<file path="config.mk">
export PLATFORM = sky130hd
export DESIGN_NAME = rs485_sum16_frame_engine
export DESIGN_NICKNAME = d
export VERILOG_FILES = /design/src/hw/rtl/rsf_pkg.sv /design/src/hw/rtl/rs485_sum16_frame_engine.sv /design/src/hw/rtl/rsf_ctrl.sv /design/src/hw/rtl/rsf_datapath.sv
export VERILOG_INCLUDE_DIRS = /design/src /design/src/hw/rtl
export SDC_FILE = /design/constraint.sdc
export NUM_CORES = 1
export LEC_CHECK = 0
export BUFFER_PORTS_ARGS = -buffer_cell sky130_fd_sc_hd__buf_4
export CAP_MARGIN = 20
export CELL_PAD_IN_SITES_DETAIL_PLACEMENT = 1
export CELL_PAD_IN_SITES_GLOBAL_PLACEMENT = 1
export CORE_UTILIZATION = 30
export DETAILED_ROUTE_END_ITERATION = 6
export GPL_TIMING_DRIVEN = 1
export PLACE_DENSITY = 0.54
export REMOVE_ABC_BUFFERS = 1
export SYNTH_ARGS = -nofsm -noshare
export SYNTH_HDL_FRONTEND = slang
export SYNTH_SLANG_ARGS = --single-unit
</file>
<file path="constraint.sdc">
create_clock -name aclk -period 3.4 [get_ports aclk]
set_input_delay 0.34 -clock aclk [delete_from_list [all_inputs] [get_ports aclk]]
set_output_delay 0.34 -clock aclk [all_outputs]
set_load 0.005 [all_outputs]
</file>
<file path="src/hw/rtl/rs485_sum16_frame_engine_assert.svh">
// Assertion macros for the RS485 sum16 frame engine.
`ifndef RS485_SUM16_FRAME_ENGINE_ASSERT_SVH
`define RS485_SUM16_FRAME_ENGINE_ASSERT_SVH

// Same-cycle implication, disabled during reset.
`define RSF_ASSERT_NOW(label, clk, rst_n, ante, cons) \
    label: assert property (@(posedge clk) disable iff (!(rst_n)) (ante) |-> (cons)) \
        else $error("rsf assertion failed");

// Next-cycle implication, disabled during reset.
`define RSF_ASSERT_NEXT(label, clk, rst_n, ante, cons) \
    label: assert property (@(posedge clk) disable iff (!(rst_n)) (ante) |=> (cons)) \
        else $error("rsf assertion failed");

`endif

</file>
<file path="src/hw/rtl/rsf_pkg.sv">
// Shared types and constants for the RS485 sum16 frame engine.
`timescale 1ns / 1ps

package rsf_pkg;

    localparam int DEF_PAYLOAD_BYTES = 14;
    localparam int S_TDATA_W         = 8;
    localparam int M_TDATA_W         = 64;
    localparam logic [15:0] HOLD_TICKS_RESET = 16'd10;

    // input operations (s_axis_tuser)
    localparam logic [1:0] OP_TX   = 2'd0;
    localparam logic [1:0] OP_RX   = 2'd1;
    localparam logic [1:0] OP_TICK = 2'd2;

    // result kinds (m_axis_tuser)
    localparam logic [1:0] KIND_LINE   = 2'd0;
    localparam logic [1:0] KIND_FRAME  = 2'd1;
    localparam logic [1:0] KIND_ERROR  = 2'd2;
    localparam logic [1:0] KIND_STATUS = 2'd3;

    typedef enum logic [2:0] {
        PH_IDLE = 3'b001,
        PH_SEND = 3'b010,
        PH_HOLD = 3'b100
    } tx_phase_t;

    // what the results of the current word look like
    typedef enum logic [4:0] {
        PLAN_STATUS  = 5'b00001,
        PLAN_ERROR   = 5'b00010,
        PLAN_TX1     = 5'b00100,
        PLAN_TX3     = 5'b01000,
        PLAN_RELEASE = 5'b10000
    } plan_t;

    typedef enum logic [1:0] {
        ST_IDLE = 2'b01,
        ST_EMIT = 2'b10
    } ctrl_state_t;

    typedef struct packed {
        logic accept;
        logic load;
    } rsf_cmd_t;

    typedef struct packed {
        logic slot_free;
        logic last_result;
    } rsf_status_t;

endpackage

</file>
<file path="src/hw/rtl/rs485_sum16_frame_engine.sv">
// Top level of the RS485 sum16 framer/deframer: controller plus datapath.
`timescale 1ns / 1ps

// Half-duplex framer/deframer for frames of PAYLOAD_BYTES payload bytes plus a
// 16-bit byte sum, high byte first. Each input word is first accepted, which
// updates state, and then its results are loaded into the output register, one
// per cycle while the output register is free. A transmit word that closes a
// frame gives three results and a received byte that completes a good frame
// gives PAYLOAD_BYTES + 2 results. A new word is accepted while the last result
// of the previous word waits in the output register. The user writes hold_ticks
// through cfg_wr_en/cfg_wr_data only while the block is idle; the block itself
// does not enforce this. No clearing pass runs after reset.

`include "rs485_sum16_frame_engine_assert.svh"

module rs485_sum16_frame_engine
    import rsf_pkg::*;
#(
    parameter int PAYLOAD_BYTES = DEF_PAYLOAD_BYTES
) (
    input  logic                 aclk,
    input  logic                 aresetn,
    input  logic                 cfg_wr_en,
    input  logic [15:0]          cfg_wr_data,    // hold_ticks
    input  logic                 s_axis_tvalid,
    output logic                 s_axis_tready,
    input  logic [S_TDATA_W-1:0] s_axis_tdata,   // [7:0] data_byte
    input  logic [1:0]           s_axis_tuser,   // [1:0] operation
    output logic                 m_axis_tvalid,
    input  logic                 m_axis_tready,
    // [7:0] byte_value, [8] drive_enable, [9] tx_busy, [25:10] ok_count,
    // [41:26] ng_count, [57:42] total_count, [63:58] zero
    output logic [M_TDATA_W-1:0] m_axis_tdata,
    output logic [1:0]           m_axis_tuser,   // [1:0] kind
    output logic                 m_axis_tlast
);

    rsf_cmd_t    cmd;
    rsf_status_t status;

    rsf_ctrl u_ctrl (
        .aclk          (aclk),
        .aresetn       (aresetn),
        .s_axis_tvalid (s_axis_tvalid),
        .s_axis_tready (s_axis_tready),
        .status        (status),
        .cmd           (cmd)
    );

    rsf_datapath #(
        .PAYLOAD_BYTES (PAYLOAD_BYTES)
    ) u_datapath (
        .aclk          (aclk),
        .aresetn       (aresetn),
        .cfg_wr_en     (cfg_wr_en),
        .cfg_wr_data   (cfg_wr_data),
        .s_axis_tdata  (s_axis_tdata),
        .s_axis_tuser  (s_axis_tuser),
        .m_axis_tvalid (m_axis_tvalid),
        .m_axis_tready (m_axis_tready),
        .m_axis_tdata  (m_axis_tdata),
        .m_axis_tuser  (m_axis_tuser),
        .m_axis_tlast  (m_axis_tlast),
        .cmd           (cmd),
        .status        (status)
    );

    // one word at a time: no accept on the cycle after an accept
    `RSF_ASSERT_NEXT(a_one_word, aclk, aresetn, s_axis_tvalid && s_axis_tready, !s_axis_tready)
    // a checksum error is always the only, hence last, result of its word
    `RSF_ASSERT_NOW(a_err_last, aclk, aresetn, m_axis_tvalid && (m_axis_tuser == KIND_ERROR), m_axis_tlast && (m_axis_tdata[7:0] == 8'd0))
    // status results carry no byte and close their word
    `RSF_ASSERT_NOW(a_status_last, aclk, aresetn, m_axis_tvalid && (m_axis_tuser == KIND_STATUS), m_axis_tlast && (m_axis_tdata[7:0] == 8'd0))
    // busy and driver enable track the same phase
    `RSF_ASSERT_NOW(a_busy_drive, aclk, aresetn, m_axis_tvalid, m_axis_tdata[8] == m_axis_tdata[9])

endmodule

</file>
<file path="src/hw/rtl/rsf_ctrl.sv">
// Controller FSM: accepts one word, then loads its results one per cycle while the output slot is free.
`timescale 1ns / 1ps

module rsf_ctrl
    import rsf_pkg::*;
(
    input  logic        aclk,
    input  logic        aresetn,
    input  logic        s_axis_tvalid,
    output logic        s_axis_tready,
    input  rsf_status_t status,
    output rsf_cmd_t    cmd
);

    ctrl_state_t state_reg, state_next;

    always_comb begin
        state_next = state_reg;
        cmd        = '0;
        unique case (state_reg)
            ST_IDLE: begin
                cmd.accept = s_axis_tvalid;
                if (s_axis_tvalid) begin
                    state_next = ST_EMIT;
                end
            end
            ST_EMIT: begin
                cmd.load = status.slot_free;
                if (status.slot_free && status.last_result) begin
                    state_next = ST_IDLE;
                end
            end
            default: state_next = ST_IDLE;
        endcase
    end

    assign s_axis_tready = (state_reg == ST_IDLE);

    always_ff @(posedge aclk) begin
        if (!aresetn) begin
            state_reg <= ST_IDLE;
        end else begin
            state_reg <= state_next;
        end
    end

endmodule

</file>
<file path="src/hw/rtl/rsf_datapath.sv">
// Datapath: tx/rx framing state, frame buffer, counters and output register.
`timescale 1ns / 1ps

module rsf_datapath
    import rsf_pkg::*;
#(
    parameter int PAYLOAD_BYTES = DEF_PAYLOAD_BYTES
) (
    input  logic                 aclk,
    input  logic                 aresetn,
    input  logic                 cfg_wr_en,
    input  logic [15:0]          cfg_wr_data,
    input  logic [S_TDATA_W-1:0] s_axis_tdata,
    input  logic [1:0]           s_axis_tuser,
    output logic                 m_axis_tvalid,
    input  logic                 m_axis_tready,
    output logic [M_TDATA_W-1:0] m_axis_tdata,
    output logic [1:0]           m_axis_tuser,
    output logic                 m_axis_tlast,
    input  rsf_cmd_t             cmd,
    output rsf_status_t          status
);

    localparam int FRAME_LEN = PAYLOAD_BYTES + 2;
    localparam int IDX_W     = $clog2(FRAME_LEN);
    localparam int TXI_W     = $clog2(PAYLOAD_BYTES + 1);

    logic [7:0] in_byte;
    logic [1:0] in_op;
    assign in_byte = s_axis_tdata[7:0];
    assign in_op   = s_axis_tuser;

    logic [15:0]      hold_ticks_reg, hold_ticks_next;
    tx_phase_t        tx_phase_reg, tx_phase_next;
    logic [TXI_W-1:0] tx_index_reg, tx_index_next;
    logic [15:0]      tx_sum_reg, tx_sum_next;
    logic [15:0]      hold_timer_reg, hold_timer_next;
    logic [IDX_W-1:0] rx_index_reg, rx_index_next;
    logic [15:0]      rx_sum_reg, rx_sum_next;
    logic [15:0]      ok_cnt_reg, ok_cnt_next;
    logic [15:0]      ng_cnt_reg, ng_cnt_next;
    logic [15:0]      total_cnt_reg, total_cnt_next;
    plan_t            plan_reg, plan_next;
    logic [IDX_W-1:0] seq_reg, seq_next;
    logic [7:0]       tx_b_reg, tx_b_next;
    logic [7:0]       tx_hi_reg, tx_hi_next;
    logic [7:0]       tx_lo_reg, tx_lo_next;
    logic [7:0]       chk_hi_reg, chk_hi_next;

    logic             out_valid_reg, out_valid_next;
    logic [1:0]       out_kind_reg, out_kind_next;
    logic [7:0]       out_byte_reg, out_byte_next;
    logic             out_last_reg, out_last_next;
    logic             out_drive_reg, out_drive_next;
    logic [15:0]      out_ok_reg, out_ok_next;
    logic [15:0]      out_ng_reg, out_ng_next;
    logic [15:0]      out_total_reg, out_total_next;

    logic [7:0]       frame_mem [FRAME_LEN];
    logic [7:0]       rd_data_reg;
    logic             mem_wr;

    logic [15:0]      tx_sum_add;
    logic             rx_good;
    logic             res_last;
    logic [1:0]       res_kind;
    logic [7:0]       res_byte;

    assign tx_sum_add = tx_sum_reg + {8'd0, in_byte};
    assign rx_good    = (chk_hi_reg == rx_sum_reg[15:8]) && (in_byte == rx_sum_reg[7:0]);
    assign mem_wr     = cmd.accept && (in_op == OP_RX);

    // per-word state update at the accept edge; hold_ticks follows cfg_wr_en instead
    always_comb begin
        hold_ticks_next = cfg_wr_en ? cfg_wr_data : hold_ticks_reg;
        tx_phase_next   = tx_phase_reg;
        tx_index_next   = tx_index_reg;
        tx_sum_next     = tx_sum_reg;
        hold_timer_next = hold_timer_reg;
        rx_index_next   = rx_index_reg;
        rx_sum_next     = rx_sum_reg;
        ok_cnt_next     = ok_cnt_reg;
        ng_cnt_next     = ng_cnt_reg;
        total_cnt_next  = total_cnt_reg;
        plan_next       = plan_reg;
        tx_b_next       = tx_b_reg;
        tx_hi_next      = tx_hi_reg;
        tx_lo_next      = tx_lo_reg;
        chk_hi_next     = chk_hi_reg;
        if (cmd.accept) begin
            plan_next = PLAN_STATUS;
            if (in_op == OP_TX && tx_phase_reg != PH_HOLD) begin
                tx_b_next = in_byte;
                if (tx_index_reg == TXI_W'(PAYLOAD_BYTES - 1)) begin
                    tx_hi_next      = tx_sum_add[15:8];
                    tx_lo_next      = tx_sum_add[7:0];
                    tx_phase_next   = PH_HOLD;
                    tx_index_next   = '0;
                    tx_sum_next     = '0;
                    hold_timer_next = '0;
                    plan_next       = PLAN_TX3;
                end else begin
                    tx_phase_next = PH_SEND;
                    tx_index_next = tx_index_reg + 1'b1;
                    tx_sum_next   = tx_sum_add;
                    plan_next     = PLAN_TX1;
                end
            end else if (in_op == OP_RX) begin
                if (rx_index_reg < IDX_W'(PAYLOAD_BYTES)) begin
                    rx_sum_next = rx_sum_reg + {8'd0, in_byte};
                end
                if (rx_index_reg == IDX_W'(PAYLOAD_BYTES)) begin
                    chk_hi_next = in_byte;
                end
                if (rx_index_reg == IDX_W'(FRAME_LEN - 1)) begin
                    total_cnt_next = total_cnt_reg + 16'd1;
                    if (rx_good) begin
                        ok_cnt_next = ok_cnt_reg + 16'd1;
                        plan_next   = PLAN_RELEASE;
                    end else begin
                        ng_cnt_next = ng_cnt_reg + 16'd1;
                        plan_next   = PLAN_ERROR;
                    end
                    rx_index_next = '0;
                    rx_sum_next   = '0;
                end else begin
                    rx_index_next = rx_index_reg + 1'b1;
                end
            end else if (in_op == OP_TICK && tx_phase_reg == PH_HOLD) begin
                // releases on the tick that makes elapsed ticks exceed hold_ticks
                if (hold_timer_reg >= hold_ticks_reg) begin
                    tx_phase_next   = PH_IDLE;
                    hold_timer_next = '0;
                end else begin
                    hold_timer_next = hold_timer_reg + 16'd1;
                end
            end
        end
    end

    // result selection for the current sequence position
    always_comb begin
        res_last = 1'b1;
        res_kind = KIND_STATUS;
        res_byte = 8'd0;
        unique case (plan_reg)
            PLAN_STATUS: begin
                res_kind = KIND_STATUS;
            end
            PLAN_ERROR: begin
                res_kind = KIND_ERROR;
            end
            PLAN_TX1: begin
                res_kind = KIND_LINE;
                res_byte = tx_b_reg;
            end
            PLAN_TX3: begin
                res_kind = KIND_LINE;
                res_last = (seq_reg == IDX_W'(2));
                if (seq_reg == '0) begin
                    res_byte = tx_b_reg;
                end else if (seq_reg == IDX_W'(1)) begin
                    res_byte = tx_hi_reg;
                end else begin
                    res_byte = tx_lo_reg;
                end
            end
            PLAN_RELEASE: begin
                res_kind = KIND_FRAME;
                res_byte = rd_data_reg;
                res_last = (seq_reg == IDX_W'(FRAME_LEN - 1));
            end
            default: begin
                res_kind = KIND_STATUS;
            end
        endcase
    end

    assign status.slot_free   = !out_valid_reg || m_axis_tready;
    assign status.last_result = res_last;

    // sequence counter doubles as the frame buffer read address
    always_comb begin
        seq_next = seq_reg;
        if (cmd.accept) begin
            seq_next = '0;
        end else if (cmd.load) begin
            seq_next = seq_reg + 1'b1;
        end
    end

    always_comb begin
        out_valid_next = out_valid_reg;
        out_kind_next  = out_kind_reg;
        out_byte_next  = out_byte_reg;
        out_last_next  = out_last_reg;
        out_drive_next = out_drive_reg;
        out_ok_next    = out_ok_reg;
        out_ng_next    = out_ng_reg;
        out_total_next = out_total_reg;
        if (cmd.load) begin
            out_valid_next = 1'b1;
            out_kind_next  = res_kind;
            out_byte_next  = res_byte;
            out_last_next  = res_last;
            out_drive_next = (tx_phase_reg != PH_IDLE);
            out_ok_next    = ok_cnt_reg;
            out_ng_next    = ng_cnt_reg;
            out_total_next = total_cnt_reg;
        end else if (m_axis_tready) begin
            out_valid_next = 1'b0;
        end
    end

    always_ff @(posedge aclk) begin
        if (!aresetn) begin
            hold_ticks_reg <= HOLD_TICKS_RESET;
            tx_phase_reg   <= PH_IDLE;
            tx_index_reg   <= '0;
            tx_sum_reg     <= '0;
            hold_timer_reg <= '0;
            rx_index_reg   <= '0;
            rx_sum_reg     <= '0;
            ok_cnt_reg     <= '0;
            ng_cnt_reg     <= '0;
            total_cnt_reg  <= '0;
            plan_reg       <= PLAN_STATUS;
            seq_reg        <= '0;
            out_valid_reg  <= 1'b0;
        end else begin
            hold_ticks_reg <= hold_ticks_next;
            tx_phase_reg   <= tx_phase_next;
            tx_index_reg   <= tx_index_next;
            tx_sum_reg     <= tx_sum_next;
            hold_timer_reg <= hold_timer_next;
            rx_index_reg   <= rx_index_next;
            rx_sum_reg     <= rx_sum_next;
            ok_cnt_reg     <= ok_cnt_next;
            ng_cnt_reg     <= ng_cnt_next;
            total_cnt_reg  <= total_cnt_next;
            plan_reg       <= plan_next;
            seq_reg        <= seq_next;
            out_valid_reg  <= out_valid_next;
        end
    end

    always_ff @(posedge aclk) begin
        tx_b_reg      <= tx_b_next;
        tx_hi_reg     <= tx_hi_next;
        tx_lo_reg     <= tx_lo_next;
        chk_hi_reg    <= chk_hi_next;
        out_kind_reg  <= out_kind_next;
        out_byte_reg  <= out_byte_next;
        out_last_reg  <= out_last_next;
        out_drive_reg <= out_drive_next;
        out_ok_reg    <= out_ok_next;
        out_ng_reg    <= out_ng_next;
        out_total_reg <= out_total_next;
    end

    // frame buffer: one write port, one registered read port
    always_ff @(posedge aclk) begin
        if (mem_wr) begin
            frame_mem[rx_index_reg] <= in_byte;
        end
        rd_data_reg <= frame_mem[seq_next];
    end

    assign m_axis_tvalid = out_valid_reg;
    assign m_axis_tuser  = out_kind_reg;
    assign m_axis_tlast  = out_last_reg;
    assign m_axis_tdata  = {6'd0, out_total_reg, out_ng_reg, out_ok_reg,
                            out_drive_reg, out_drive_reg, out_byte_reg};

endmodule

</file>
==> flow_summary.ini, run 1 <==
[routing]
drc_errors = 0
viasPerCell = 4.92
drt_first_pass_iters = 4
drtIter0Drc = 407
routed_wl_um = 40000
ant_nets = 0
vias = 10586
wl_per_cell_um = 18.6

[synth]
avgSynthCellArea_um2 = 11.7
synth_cells = 1321
synth.ff_latch_count = 363
synthArstFlopShare = 0
synth.yosys.seq_area_share = 0.611
synth_flop_cell = edfxtp_1
ys_warn_count = 0
syn_area_um2 = 15500
synth-edff-count = 220
yosys.cell_types.count = 64

[sta]
tightest_slew_ns = 1.06
clock_skew_ns = 0.0219
setup_viol = 0
period_share = 0.837
hold_viol = 0
fmax_mhz = 351
max-slew-margin-rel = 0.294
fin_crit_ns = 2.85
grt_setup_unrepaired = false
finalMaxSlewViolations = 0
tns_ns = 0

[global_routing]
grtUsageTotal = 0.151
antenna_found_initial = 0
overflow = 0
grt_pass1_vias = 11030
grt_pass1_wl_um = 62600
grt_max_degree = 74

[die]
start_util = 0.307
die_w_um = 229
rows = 82
die-area_um2 = 52600
die_h_um = 229
io_pins = 100
core_area_um2 = 50600

[worst_setup_path]
path_class = reg2reg
worstPathMaxFanout = 21
worstSetupStartpoint = u_datapath.seq_reg[0]$_SDFF_PN0_
endpoint_kind = flip-flop
cp-start-kind = flip-flop
cp.arrival_ns = 3.29
worstPathRequired_ns = 3.84
r2r_start = u_datapath.seq_reg[0]$_SDFF_PN0_

[final_layout]
diodes = 0
final_nets = 1522
multiInputGateArea_um2 = 5650
largest_register_ffs = 128
fin_cells = 2152
regMostFlops = u_datapath.frame_mem
n_fill_cell = 5449
drive_gt1_frac = 0.134
regArea_um2 = 9470
fin_util = 0.365
area_growth_pct = 19.1

[power]
pwr-share-clk = 0.459
power_frac_seq = 0.501
p_sw_frac = 0.224
switchingPower_mw = 2.11
power.total_mw = 9.42
cellPowerDensity_nw_per_um2 = 510
vdd_drop_max_uv = 306
intPower_mw = 7.31
combPwrFrac = 0.040
p_leak_nw = 6.51

[run_status]
status = finished clean

[placement]
place.gp.congestion = 0.790
port_buffers = 93
hpwl_um = 27400
dp_cells = 2061

[clocking]
clkTransAtPathRegs_ns = 0.06
clk_path_buf_depth = 3
cts_resized = 0
htree_levels = 2
clk_latency_ns = 0.57
cts_buffers = 42
cts_tree = yes
cts.root.buffer_cell = clkbuf_16
cts_sinks = 363

[min_path]
hold_start = cfg_wr_data[15]
hold_path_class = in2reg

[flow_run]
maxCapViolations = 0
## placed cells by master, fill, tap and decap left out, drive strengths merged, types with 5 or more instances in the layout
cell type    instances
a21boi               5
nand3               42
a2111oi             17
o22ai               25
nor2               151
xor2                44
dlygate4sd3         12
and3                39
nor3b                5
nor2b                6
buf                123
a21oi               57
clkbuf              53
and2                24
ha                  43
mux2i               41
inv                 39
nand2               65
dfxtp              143
or3                 16
o21a                 9
nand2b               5
a21o                 8
nand4               35
o21ai               31
xnor2               51
o31ai                6
a22oi               14
clkinv              22
conb                 6
o221ai              18
o211ai               8
a211oi              22
nor4                14
edfxtp             220
nor3                23
## metal layers
layer | up-vias | track usage | routed length, um
li1 | 5152 | - | -
met1 | 5231 | 0.199 | 18800
met2 | 148 | 0.250 | 18800
met3 | 55 | 0.0291 | 1570
met4 | 0 | 0.0481 | 822
met5 | - | 0 | 0
## critical path: stages (launching register included)
cell,delay [ns]
dfxtp_1,0.50
inv_1,0.20
ha_1,0.37
o311a_1,0.65
buf_4,0.31
o221ai_1,0.18
o22ai_1,0.11
or3_1,0.41
## final cells by class
type / count / share of cell area
Sequential cell: 363 / 0.512
Multi-Input combinational cell: 866 / 0.306
Clock buffer: 53 / 0.0602
Timing Repair Buffer: 135 / 0.0578
Tap cell: 672 / 0.0455
Clock inverter: 25 / 0.0105
Inverter: 38 / 0.00779
## what timing repair did
item / in CTS / in global routing
setup buffers: 0 / 0
hold buffers: 12 / 0
endpoints found under the hold margin: 12 / 0
## Yosys cell counts, types with 3 or more instances
master / n / area [um^2]
edfxtp_1: 220 / 6610
nor2_1: 151 / 567
dfxtp_1: 143 / 2860
nand2_1: 65 / 244
a21oi_1: 57 / 285
xnor2_1: 51 / 447
xor2_1: 44 / 385
ha_1: 43 / 538
mux2i_1: 41 / 410
nand3_1: 41 / 205
and3_1: 39 / 244
clkbuf_1: 37 / 139
inv_1: 36 / 135
nand4_1: 35 / 219
o21ai_0: 28 / 140
o22ai_1: 25 / 156
and2_1: 24 / 150
nor3_1: 23 / 115
a211oi_1: 22 / 165
o221ai_1: 18 / 158
a2111oi_0: 17 / 149
or3_1: 16 / 100
a22oi_1: 14 / 105
nor4_1: 13 / 81.3
buf_2: 11 / 55.1
o21a_1: 9 / 67.6
a21o_1: 8 / 60.1
buf_4: 8 / 60.1
o211ai_1: 8 / 60.1
nand2b_1: 5 / 31.3
nor2b_1: 5 / 31.3
nor3b_1: 5 / 37.5
o31ai_1: 5 / 37.5
a21boi_0: 4 / 30.0
a31oi_1: 4 / 25.0
nand4b_1: 4 / 35.0
or2_2: 4 / 25.0
and4_1: 3 / 26.3
## final timing paths
path / end / slack (ns) / cells after the start
worst max-delay path: u_datapath.rd_data_reg[4]$_DFF_P_ / 0.55 / 7
worst min-delay path: u_datapath.hold_ticks_reg[15]$_SDFFE_PN0P_ / 0.03 / 3
worst max register to register: u_datapath.rd_data_reg[4]$_DFF_P_ / 0.55 / 7
worst min register to register: u_datapath.out_ng_reg[10]$_DFFE_PP_ / 0.43 / 0
## metrics by stage
step	setup WS, ns	area [um^2]	hold WS [ns]
2_1_floorplan	-0.399	15300	0.408
3_3_place_gp	0.526	17000	0.428
3_5_place_dp	0.400	17000	0.425
4_1_cts	0.529	18500	0.00118
5_1_grt	0.341	18500	0.0260
6_report	0.555	18500	0.0317
## cell families after synthesis
family                   Yosys count  share of synthesized area
XOR/XNOR                          95                     0.0536
flip-flops                       363                      0.611
buffers and inverters             97                     0.0268
multiplexers                      41                     0.0265
adder cells (fa/ha/maj)           45                     0.0373
AND/OR/NAND/NOR                  446                      0.144
AO/OA/AOI/OAI                    233                      0.101
other                              1                   0.000242
## power by group through the flow
stage / registers (mW) / logic [mW] / clock network [mW]
5_1_grt: 4.72 / 0.417 / 4.62
3_3_place_gp: 4.81 / 0.365 / 0
4_1_cts: 4.72 / 0.384 / 4.48
2_1_floorplan: 4.80 / 0.188 / 0
3_5_place_dp: 4.81 / 0.372 / 0
6_report: 4.72 / 0.376 / 4.33
Power figures use the tool's default switching activity.
==> run 2: changes to the inputs <==
==> constraint.sdc (replaced) <==
create_clock -name aclk -period 2.5 [get_ports aclk]
set_input_delay 0.25 -clock aclk [delete_from_list [all_inputs] [get_ports aclk]]
set_output_delay 0.25 -clock aclk [all_outputs]
set_load 0.005 [all_outputs]
==> run 2 against run 1 <==
Effect of this change: power up 39%; first-iteration DRC count increased by 21%; wire length up 2.3%; register-to-register slack got worse by 0.45 ns; sequential cell count stayed put; design area up 4.3%; die area unchanged; clock skew grew 0.0012 ns; hold slack improved by 0.0065 ns; utilization increased by 1.6 points; final cell count is 3.1% higher.
==> flow_summary.ini, run 2 (synthesis gave the netlist of run 1 again) <==
[die]
start_util = 0.307
die_w_um = 229
io_pins = 100
core_area_um2 = 50600
die_h_um = 229
die-area_um2 = 52600
rows = 82

[final_layout]
final_cell_mix = edfxtp_1 (220), buf_4 (173), nor2_1 (151)
fin_cells = 2218
diodes = 0
area_growth_pct = 24.2
largest_register_ffs = 128
regMostFlops = u_datapath.frame_mem
n_fill_cell = 5395
final_cell_area_um2 = 19300
final_nets = 1588
multiInputGateArea_um2 = 5820
drive_gt1_frac = 0.179
regArea_um2 = 9470
layout_commonest_cell = edfxtp_1

[sta]
period_share = 0.962
finalMaxSlewViolations = 0
setup_viol = 0
clock_skew_ns = 0.0231
tightest_slew_ns = 0.793
fin_ws_ns = 0.0938
fmax_mhz = 416
tns_ns = 0
fin_crit_ns = 2.41
max-slew-margin-rel = 0.471
hold_viol = 0

[global_routing]
grt_pass1_vias = 11282
overflow = 0
grt_max_degree = 61
antenna_found_initial = 0
grtUsageTotal = 0.155
grt_pass1_wl_um = 64000

[worst_setup_path]
worstPathMaxFanout = 4
cp.arrival_ns = 2.91
path_class = in2reg
cp-start-kind = primary input
endpoint_kind = flip-flop
worstPathRequired_ns = 3.01

[clocking]
cts.root.buffer_cell = clkbuf_16
cts_buffers = 42
clk_path_buf_depth = 3
cts_tree = yes
clk_latency_ns = 0.57
clkTransAtPathRegs_ns = 0.06
htree_levels = 2
cts_sinks = 363

[routing]
ant_nets = 0
drc_errors = 0
drtIter0Drc = 492
wl_per_cell_um = 18.4
drt_first_pass_iters = 5
routed_wl_um = 40900
vias = 10902
viasPerCell = 4.92

[placement]
placed_area_um2 = 17500
post-place-ws_ns = -0.294
hpwl_um = 28700
place.gp.congestion = 0.786
port_buffers = 93
dp_cells = 2115

[power]
vdd_drop_max_uv = 433
cellPowerDensity_nw_per_um2 = 678
power.total_mw = 13.1
p_leak_nw = 6.89

[min_path]
hold_path_class = in2reg

[flow_run]
maxCapViolations = 0

[run_status]
status = finished clean
run 2: what timing repair did:
item	in CTS	in global routing
hold buffers	19	0
setup endpoints to repair	18	131
pin swaps	1	8
gates cloned	0	0
hold endpoints to repair	21	0
setup buffers	0	6
resized for setup	12	30
run 2: cell type report:
class	count	share of cell area
Sequential cell	363	0.492
Multi-Input combinational cell	866	0.302
Timing Repair Buffer	201	0.0853
Clock buffer	61	0.0609
Tap cell	672	0.0436
Clock inverter	17	0.00909
Inverter	38	0.00747
run 2: routing by layer:
layer | GRT usage | wire length (um) | share of wire | up-vias
li1 | - | - | - | 5268
met1 | 0.208 | 19200 | 0.47 | 5422
met2 | 0.254 | 19200 | 0.47 | 158
met3 | 0.0259 | 1480 | 0.036 | 54
met4 | 0.0529 | 968 | 0.024 | 0
met5 | 0 | 0 | 0 | -
run 2: critical path, stage by stage:
cell           delay (ns)
dlygate4sd3_1        0.55
buf_6                0.14
ha_4                 0.25
nor4_4               0.31
nand4_1              0.17
buf_6                0.16
nor4_4               0.24
buf_4                0.18
nand4_1              0.14
or3_1                0.37
a21oi_2              0.14
run 2: final timing paths:
kind                                          startpoint                                     end  slack [ns]  cells after the start
hold / removal                                   aresetn     u_datapath.plan_reg[0]$_SDFFE_PN1P_        0.04                      2
setup reg to reg        u_datapath.seq_reg[0]$_SDFF_PN0_       u_datapath.rd_data_reg[6]$_DFF_P_        0.10                      7
hold reg to reg   u_datapath.ng_cnt_reg[10]$_SDFFE_PN0P_     u_datapath.out_ng_reg[10]$_DFFE_PP_        0.45                      0
setup / recovery                         s_axis_tdata[1]  u_datapath.ok_cnt_reg[15]$_SDFFE_PN0P_        0.09                     11
run 2: where the power goes:
part / internal (mW) / switching, mW / leakage (nW)
registers: 6.38 / 0.0368 / 3.05
logic: 0.239 / 0.359 / 3.18
clock network: 3.58 / 2.46 / 0.664
total: 10.2 / 2.86 / 6.89
run 2: per-stage QoR:
step / utilization / hold slack, ns
CTS: 0.377 / 0.0110
global route: 0.381 / 0.0323
global placement: 0.346 / 0.418
detailed placement: 0.346 / 0.444
floorplan: - / 0.326
finish: 0.381 / 0.0383
